## src/hw/rtl/hoc_pkg.sv

```systemverilog
// ----------------------------------------------------------------------------
// hoc_pkg: shared types and constants of the horizon occlusion culler
// Operation codes, register indexes, sequencer states and the token that
// walks the row of horizon cells.
// ----------------------------------------------------------------------------
package hoc_pkg;

  // Bin index width: holds -1 .. 4096 signed
  localparam int IDX_W = 14;
  localparam int H_W   = 32;

  // Divider operand widths
  localparam int DIV_N_W = 65;
  localparam int DIV_D_W = 49;
  localparam int DIV_Q_W = 31;

  localparam logic signed [15:0]    COEF_033 = 16'sd21627;
  localparam logic signed [H_W-1:0] H_MIN    = {1'b1, {(H_W-1){1'b0}}};

  typedef enum logic [1:0] {
    FUNC_CLEAR = 2'd0,
    FUNC_ADD   = 2'd1,
    FUNC_QUERY = 2'd2,
    FUNC_NOP   = 2'd3
  } func_e;

  typedef enum logic [2:0] {
    CFG_CULL_EN = 3'd0,
    CFG_CAM_X   = 3'd1,
    CFG_CAM_Y   = 3'd2,
    CFG_CAM_Z   = 3'd3,
    CFG_DIR_X   = 3'd4,
    CFG_DIR_Y   = 3'd5,
    CFG_CEIL_Z  = 3'd6,
    CFG_NONE    = 3'd7
  } cfg_idx_e;

  typedef enum logic [1:0] {
    TOK_TEST  = 2'd0,
    TOK_RAISE = 2'd1,
    TOK_CLEAR = 2'd2,
    TOK_IDLE  = 2'd3
  } tok_op_e;

  typedef enum logic [3:0] {
    S_IDLE, S_DIFF, S_MUL, S_SUM, S_CHK, S_DSTART, S_DWAIT,
    S_XMUL, S_XACC, S_BMUL, S_BRANGE, S_TWAIT, S_RWAIT, S_DONE
  } state_e;

  typedef struct packed {
    logic                    valid;
    tok_op_e                 op;
    logic signed [IDX_W-1:0] lo;
    logic signed [IDX_W-1:0] hi;
    logic signed [H_W-1:0]   hval;
    logic                    occ;
  } tok_t;

endpackage

```

## src/hw/rtl/hoc_cell.sv

```systemverilog
// ----------------------------------------------------------------------------
// hoc_cell: one horizon bin
// Holds one height, applies the passing token to it and hands the token on.
// ----------------------------------------------------------------------------
module hoc_cell #(
  parameter int BIN_INDEX = 0
) (
  input  logic          clk_i,
  input  logic          rst_ni,
  input  hoc_pkg::tok_t tok_i,
  output hoc_pkg::tok_t tok_o
);

  localparam logic signed [hoc_pkg::IDX_W-1:0] MY_IDX = hoc_pkg::IDX_W'(BIN_INDEX);

  logic signed [hoc_pkg::H_W-1:0] bin_q, bin_d;
  hoc_pkg::tok_t                  tok_q, tok_d;
  logic                           in_rng, above;

  assign in_rng = (MY_IDX >= tok_i.lo) && (MY_IDX <= tok_i.hi);
  assign above  = tok_i.hval > bin_q;

  always_comb begin
    bin_d = bin_q;
    tok_d = tok_i;
    if (tok_i.valid) begin
      unique case (tok_i.op)
        hoc_pkg::TOK_TEST:  tok_d.occ = tok_i.occ && !(in_rng && above);
        hoc_pkg::TOK_RAISE: if (in_rng && above) bin_d = tok_i.hval;
        hoc_pkg::TOK_CLEAR: bin_d = hoc_pkg::H_MIN;
        default:            tok_d = tok_i;
      endcase
    end
  end

  always_ff @(posedge clk_i or negedge rst_ni) begin
    if (!rst_ni) begin
      bin_q <= hoc_pkg::H_MIN;
      tok_q <= '0;
    end else begin
      bin_q <= bin_d;
      tok_q <= tok_d;
    end
  end

  assign tok_o = tok_q;

endmodule
```

## config.mk

```make
export PLATFORM = sky130hd
export DESIGN_NAME = hoc_cell
export DESIGN_NICKNAME = d
export VERILOG_FILES = /design/src/hw/rtl/hoc_pkg.sv /design/src/hw/rtl/hoc_cell.sv
export SDC_FILE = /design/constraint.sdc
export NUM_CORES = 1
export LEC_CHECK = 0
export BUFFER_PORTS_ARGS = -buffer_cell sky130_fd_sc_hd__buf_2
export CAP_MARGIN = 20
export CORE_MARGIN = 5
export CORE_UTILIZATION = 42
export CTS_CLUSTER_SIZE = 28
export DETAILED_ROUTE_END_ITERATION = 6
export PLACE_DENSITY = 0.71
export SETUP_SLACK_MARGIN = 0.2
export SLEW_MARGIN = 30
export SYNTH_ARGS = -nofsm -noshare
export SYNTH_HDL_FRONTEND = slang
export SYNTH_SLANG_ARGS = --single-unit
```

## constraint.sdc

```tcl
create_clock -name clk_i -period 2.4 [get_ports clk_i]
set_input_delay 0.24 -clock clk_i [delete_from_list [all_inputs] [get_ports clk_i]]
set_output_delay 0.24 -clock clk_i [all_outputs]
set_load 0.01 [all_outputs]
```

## Word level (Yosys, flattened, before mapping)

Cells that the tools add are included.

| word-level totals | value |
|---|---|
| latch bits | 0 |
| memory bits (read-only) | 0 |
| output and inout port bits | 64 |
| logic and storage cells | 24 |
| bits of input ports | 66 |
| memories | 0 |
| RAM bits | 0 |
| flip-flop bits (word level) | 96 |

| cells by class | value |
|---|---|
| div/mod/pow operators | 0 |
| shift-type cells | 0 |
| multiplexer cells | 4 |
| eq/ne operators | 3 |
| order comparisons | 3 |
| reductions and logical operators | 7 |
| bitwise logic cells | 0 |
| add/sub/neg operators | 0 |
| multiply operators | 0 |

Operator list:

| operator | count |
|---|---|
| $mux W64 | 1 |
| $pmux W32 S2 | 1 |
| $gt A32 B32 Y1 | 1 |
| $mux W32 | 1 |
| $ge A1 B14 Y1 const A | 1 |
| $le A1 B14 Y1 const A | 1 |
| $logic_and A1 B1 Y1 | 3 |
| $reduce_and A3 Y1 | 1 |
| $eq A2 B1 Y1 const B | 1 |
| $eq A2 B2 Y1 const B | 1 |
| $logic_not A2 Y1 | 1 |
| $ne A2 B2 Y1 const B | 1 |
| $reduce_bool A2 Y1 | 1 |
| $logic_not A1 Y1 | 1 |
| $mux W1 | 1 |

## Depth between registers and ports, before layout

Gate-level depths: netlist of run 1.

| depth | value |
|---|---|
| depth in word-level cells | 7 |
| depth in mapped cells | 10 |
| mapped depth without buffers | 9 |

## Worst setup path after synthesis of run 1

Ideal clock, no wire load.

| timing path | value |
|---|---|
| path kind | register to register |
| start point | register bin_q[31] (netlist bit) |
| end point | register bin_q[10] (netlist bit) |
| arrival time | 2,279 ps |
| cell stages (with the launch flop) | 9 |
| period minus slack after synthesis | 2,358 ps |
| slack | 42 ps |
| path buffers | 1 |
| required time | 2,321 ps |
| setup time | 79 ps |
| cell sequence | dfstp_2 > inv_1 > ha_1 > nand4_1 > and4bb_2 > a211oi_4 > mux2i_4 > buf_6 > mux2i_1 |

| on the way | value |
|---|---|
| longest elaborated chain between the ends | 4 |

RTL lines:

| what | RTL line | text |
|---|---|---|
| start: declaration | hoc_cell.sv:16 | `logic signed [hoc_pkg::H_W-1:0] bin_q, bin_d;` |
| start signal: assignment | hoc_cell.sv:38 | `bin_q <= hoc_pkg::H_MIN;` |
| start signal: assignment | hoc_cell.sv:41 | `bin_q <= bin_d;` |
| $gt A32 B32 Y1 | hoc_cell.sv:21 | `assign above = tok_i.hval > bin_q;` |
| $logic_and A1 B1 Y1 | hoc_cell.sv:29 | `hoc_pkg::TOK_RAISE: if (in_rng && above) bin_d = tok_i.hval;` |
| $ne A2 B2 Y1 (no source line) | n/a |  |
| $reduce_and A3 Y1 (no source line) | n/a |  |

Every way passes these cells.
A chain may end at the register's enable or synchronous reset.

## Worst setup path in the final report of run 1

| timing path | value |
|---|---|
| start point | register bin_q[29] (netlist bit) |
| end point | register bin_q[18] (netlist bit) |

Same word-level chain as after synthesis.

==> reports/qor.csv, run 1 <==
stage,metric,value,unit
timing,fin_ws,-0.1454,ns
yosys,yosys.area_share.simple,7.582,%
routing,drcViolationCount,0,
setup_path,r2r_slack,-0.15,ns
grt,grt_pass1_vias,3276,
routing,drt-vias-per-instance,4.649,
yosys,synth_top_cell_area_share,60.28,%
setup_path,timing_worst_setup_path_type,reg -> reg,
cts,root_buffer,clkbuf_8,
floorplan,die_h,106.9,um
grt,grt_usage,16.69,%
routing,wl_met2,5057,um
power,power_density,602.3,nW/um2
routing,drt_iter0_markers,53,
yosys,synth-seq-area-share,60.95,%
status,violations,negative setup slack,
yosys,synth_area_leaders,"dfrtp_1 60%, ha_1 10%, mux2i_1 7.9%",
floorplan,ioPinCount,130,
final_layout,multi_input_area,1458,um2
cts,clock_latency,0.36,ns
power,peakVddDrop,0.0003595,V
place,io_buffers,129,
routing,route.vias.total,2989,
routing,wl_per_cell,14.75,um
power,p_leak,0.002816,uW
grt,grt_pass1_wl,15120,um
timing,hold_viol_final,0,
final_layout,final_cell_mix,"128 x buf_2, 95 x dfrtp_1, 62 x inv_1",
grt,grt_max_degree,58,
yosys,syn_nets,422,
cts,h-tree-depth,3,
timing,finalSetupViolations,32,
floorplan,die_w,106.9,um
floorplan,core_area,9196,um2
setup_path,cpMaxStageDelayCell,dfrtp_1,
yosys,ys.warnings.count,0,
final_layout,final_common_cell,buf_2,
timing,relSlewSlack,66.82,%
yosys,synth_compound_area_share,5.044,%
setup_path,cp.arrival,2.82,ns
setup_path,crit_family,compound AO/OA/AOI/OAI gates,
routing,top_layer_used,met4,
floorplan,start_util,42.88,%
final_layout,area_growth,46.57,%
yosys,syn_area,3944,um2
routing,wirelength,9487,um
final_layout,fin_nets,625,
timing,fin_skew,0.01010,ns
yosys,yosys.area.top_type,dfrtp_1,
cts,cts_tree,done,
yosys,synthAdderAreaFrac,10.15,%
final_layout,finish.utilization,62.86,%
place,placed_cells,586,
setup_path,crit_top_cell,a21o_1,
place,place_hpwl,6682,um
routing,ant_nets,0,
yosys,ys_types,33,
run,cap_violations,0,
timing,clock.fmax,0.3929,GHz
yosys,avgSynthCellArea,12.17,um2
timing,rsz0062_at_grt,true,
setup_path,cp_max_fo,8,
final_layout,final_layout_size_suffix_gt1_share,40.98,%
floorplan,dieArea,11430,um2
final_layout,diodes,0,
setup_path,critPathMaxStageDelay,0.35,ns
setup_path,critPathBufInv,3,
cts,path_clk_slew,0.10,ns
cts,clock_sinks,96,
floorplan,row_count,35,
setup_path,path_cells,inv_1 > ha_1 > a21o_1 > a21o_1 > a21oi_2 > o21ai_2 > a211oi_4 > mux2i_4 > buf_4 > buf_12 > mux2i_2,
yosys,yosys.area_share.xor_xnor,0.2221,%
final_layout,seqCellArea,2404,um2
routing,drt-pass1-iter-count,4,
setup_path,cp-start-kind,flip-flop,
timing,maxSlewViolCount,0,
final_layout,final_area,5781,um2
yosys,synth.area.mux_share,8.725,%
timing,post-route-period-util,106.1,%
final_layout,fill_cells,740,
yosys,synth_top_family_by_area,adder cells,
place,place_congestion,0.7217,
yosys,syn_inst,324,
timing,tightestPinTransition,0.4977,ns
setup_path,required,2.67,ns
setup_path,cp-end-kind,flip-flop,
final_layout,layout.cells.non_filler,643,
routing,met1_length,3796,um
worst_hold_path,hp-class,in -> reg,
place,placed_cell_area,4976,um2
timing,final.min_clock_period,2.545,ns
status,status,finished with violations,
yosys,ys_seq_elements,96,
grt,overflow,0,
cts,cts_max_path_buffers,2,
cts,cts_buffers,9,
routing,wl_met3,475,um
timing,holdWs,0.01984,ns
grt,antenna_found_initial,0,
[flip-flops by register name, indices dropped and copies added (netlist names)]
register / count
tok_o: 64
bin_q: 32
[final cells by class]
class | instances | area share (%)
Sequential cell | 96 | 41.58
Multi-Input combinational cell | 157 | 25.22
Inverter | 65 | 4.221
Timing Repair Buffer | 198 | 22.94
Clock buffer | 9 | 2.143
Clock inverter | 7 | 1.494
Tap cell | 111 | 2.403
[routing by layer]
metal	vias up	GRT usage [%]
li1	1457	-
met1	1451	18.97
met2	70	30.17
met3	11	4.696
met4	0	5.388
met5	-	0
[through the flow]
step / setup WS, ns / total power [uW] / TNS, ns
2_1_floorplan: 0.09626 / 2018 / 0
3_3_place_gp: -0.09501 / 2265 / -2.658
3_5_place_dp: -0.2290 / 2285 / -6.112
4_1_cts: -0.1372 / 3475 / -2.902
5_1_grt: -0.2674 / 3664 / -7.316
6_report: -0.1454 / 3482 / -3.218
[logic make-up after synthesis]
group	Yosys count
AO/OA/AOI/OAI	27
XOR/XNOR	1
adder cells (fa/ha/maj)	32
buffers and inverters	71
flip-flops	96
multiplexers	33
AND/OR/NAND/NOR	64
[worst reg2reg max path: cells and delay by family (launching register included)]
kind	cells	cell delay, ns
adders and majority gates	1	0.28
AOI/OAI and AO/OA	5	0.93
buffers and inverters	3	0.34
DFF	1	0.35
muxes	2	0.56
[cell usage after synthesis, drive strengths merged]
cell      n
a2bb2oi   1
a211oi    2
nor3      2
mux2i    32
clkbuf    3
nand2    41
o31a      2
o21ai     4
nand3     4
and4      2
a21oi    11
and4bb    1
a21o      3
a221oi    1
a41oi     2
nand2b    1
dfstp     1
nand4     4
mux2      1
nor4      3
nor4b     1
dfrtp    95
xnor2     1
inv      65
nor2      3
nand3b    2
o21a      1
buf       3
ha       32
[worst paths after layout]
kind,start,end,depth (start not counted)
setup / recovery,bin_q[29],bin_q[18],11
hold / removal,tok_i[25],tok_o[25],1
hold reg to reg,bin_q[12],bin_q[12],2
max in group asynchronous,rst_ni,bin_q[31],3
min in group asynchronous,rst_ni,tok_o[17],2
setup reg to reg,bin_q[29],bin_q[18],11
[power breakdown]
group | leakage, uW | switching, uW | internal [uW]
clock network | 0.000104 | 614 | 506
logic | 0.00153 | 307 | 309
registers | 0.00118 | 34.7 | 1710
total | 0.00282 | 956 | 2530
[what timing repair did]
item                                   in CTS  in global routing
cloned                                      1                  1
resized for setup                          15                 15
hold buffers                               29                  2
buffers inserted                            5                  3
setup endpoints to repair                  33                 33
endpoints found under the hold margin      67                  2
pin swaps                                   3                  6
(Power assumes the default switching activity.)
==> inputs of run 2 (changes only) <==
--- a/config.mk
+++ b/config.mk
@@ -13,6 +13,7 @@
 export DETAILED_ROUTE_END_ITERATION = 6
 export PLACE_DENSITY = 0.71
 export SETUP_SLACK_MARGIN = 0.2
+export SKIP_LAST_GASP = 1
 export SLEW_MARGIN = 30
 export SYNTH_ARGS = -nofsm -noshare
 export SYNTH_HDL_FRONTEND = slang
==> run 2 against run 1 <==
The run still ends with negative setup slack left. Clock skew up 0.0016 ns. Clock power hardly changed. Total power decreased by 0.30%. Fmax rose by 0.65%. Routed wire length down 0.71%. Global-route usage down 0.090 points. Critical path type unchanged. Critical endpoint is now bin_q[7]. Highest routed layer unchanged.
==> reports/qor.csv, run 2 (same netlist as run 1, synthesis figures left out) <==
stage,metric,value,unit
cts,cts_buffers,9,
setup_path,critPathMaxStageDelay,0.41,ns
cts,path_clk_slew,0.10,ns
setup_path,cp_max_fo,6,
final_layout,fin_nets,625,
cts,cts_max_path_buffers,2,
final_layout,final_cell_mix,"128 x buf_2, 95 x dfrtp_1, 61 x inv_1",
grt,overflow,0,
cts,clock_latency,0.36,ns
timing,holdWs,0.01944,ns
setup_path,cp.arrival,2.82,ns
floorplan,row_count,35,
timing,fin_ws,-0.1288,ns
power,power_density,603.6,nW/um2
floorplan,die_h,106.9,um
final_layout,largest_reg_flops,64,
grt,grt_pass1_wl,15040,um
routing,wirelength,9420,um
final_layout,area_growth,45.81,%
timing,clock.fmax,0.3954,GHz
place,place_congestion,0.7217,
timing,relSlewSlack,66.80,%
timing,final.min_clock_period,2.529,ns
power,peakVddDrop,0.0003527,V
routing,ant_nets,0,
worst_hold_path,hp-class,in -> reg,
floorplan,die_w,106.9,um
routing,drt_iter0_markers,62,
grt,grt_max_degree,58,
final_layout,diodes,0,
status,violations,negative setup slack,
setup_path,critPathBufInv,3,
worst_hold_path,whs_endpoint,tok_o[25],
floorplan,start_util,42.88,%
setup_path,crit_family,compound AO/OA/AOI/OAI gates,
status,status,finished with violations,
setup_path,cp-start-kind,flip-flop,
grt,antenna_found_initial,0,
timing,maxSlewViolCount,0,
routing,route.vias.total,2990,
final_layout,final_common_cell,buf_2,
setup_path,path_cells,inv_2 > ha_4 > a41oi_2 > o21ai_1 > a221oi_2 > nor3_2 > a211oi_4 > mux2i_4 > buf_6 > clkbuf_16 > mux2i_1,
grt,grt_pass1_vias,3272,
grt,grt_usage,16.60,%
timing,post-route-period-util,105.4,%
timing,finalSetupViolations,33,
place,io_buffers,129,
floorplan,dieArea,11430,um2
cts,clock_sinks,96,
setup_path,timing.rr.end,bin_q[7],
final_layout,fill_cells,744,
routing,wl_per_cell,14.65,um
timing,hold_viol_final,0,
setup_path,r2r_slack,-0.13,ns
cts,root_buffer,clkbuf_8,
power,p_leak,0.002814,uW
place,place_hpwl,6682,um
place,dpl_worst_slack,-0.2290,ns
setup_path,worst-r2r-cell-count,11,
timing,fin_skew,0.01170,ns
setup_path,required,2.69,ns
setup_path,r2r-start,bin_q[17],
timing,tightestPinTransition,0.4980,ns
routing,drcViolationCount,0,
final_layout,final_layout_size_suffix_gt1_share,40.04,%
routing,drt-vias-per-instance,4.650,
setup_path,timing_worst_setup_path_type,reg -> reg,
cts,h-tree-depth,3,
timing,rsz0062_at_grt,true,
setup_path,cp-end-kind,flip-flop,
floorplan,ioPinCount,130,
worst_hold_path,hold_depth,1,
cts,cts_tree,done,
setup_path,cpMaxStageDelayCell,dfrtp_1,
routing,drt-pass1-iter-count,4,
floorplan,core_area,9196,um2
run,cap_violations,0,
worst_hold_path,min-delay-start,tok_i[25],
[run 2: cell counts in the layout (fill, tap and decap cells not counted)]
Identical to the previous run, type by type.
[run 2: how the worst max path moves through the flow]
| stage | start | to | slack (ns) | cells past startpoint |
|---|---|---|---|---|
| floorplan | bin_q[17] | bin_q[10] | 0.1 | 10 |
| global route | bin_q[14] | bin_q[10] | -0.30 | 11 |
| global placement | bin_q[14] | bin_q[15] | -0.1 | 10 |
| CTS | bin_q[17] | bin_q[4] | -0.14 | 11 |
| finish | bin_q[17] | bin_q[7] | -0.13 | 11 |
| detailed placement | bin_q[11] | bin_q[18] | -0.23 | 10 |
[run 2: stage by stage]
stage                     total power (uW)  TNS [ns]  cell area [um2]  cells  utilization, %
after floorplan                       2018         0             3986    324               -
after CTS                             3469    -2.917             5609    637           60.99
after detailed placement              2285    -6.112             4976    586           54.11
final                                 3471    -3.279             5751    643           62.53
after global routing                  3648    -8.612             5751    643           62.53
after global placement                2265    -2.658             4976    586           54.11
[run 2: cell type report]
type                       count  area [um2]  share of cell area, %
clock buffer                   9       123.9                  2.154
clock inverter                 7       86.33                  1.501
inverter                      65       244.0                  4.243
multi-input combinational    157        1424                  24.76
sequential                    96        2404                  41.80
tap                          111       138.9                  2.415
timing repair buffer         198        1330                  23.13
[run 2: metal layers]
metal / vias to the layer above / global-route usage (%) / wire [um]
met3: 17 / 4.696 / 485
li1: 1455 / - / -
met5: - / 0 / 0
met1: 1441 / 18.93 / 3781
met2: 77 / 29.90 / 4957
met4: 0 / 5.388 / 196
[run 2: timing repair]
item,4_1_cts,5_1_grt
resized for setup,12,14
hold endpoints to repair,67,2
setup buffers,5,3
endpoints found under the setup margin,33,33
hold buffers,29,2
pin swaps,3,7
gates cloned,1,1
[run 2: where the power goes]
group	switching [uW]	total, uW	internal (uW)
combinational	302	604	303
sequential	35.0	1750	1710
clock	615	1120	506
total	952	3470	2520
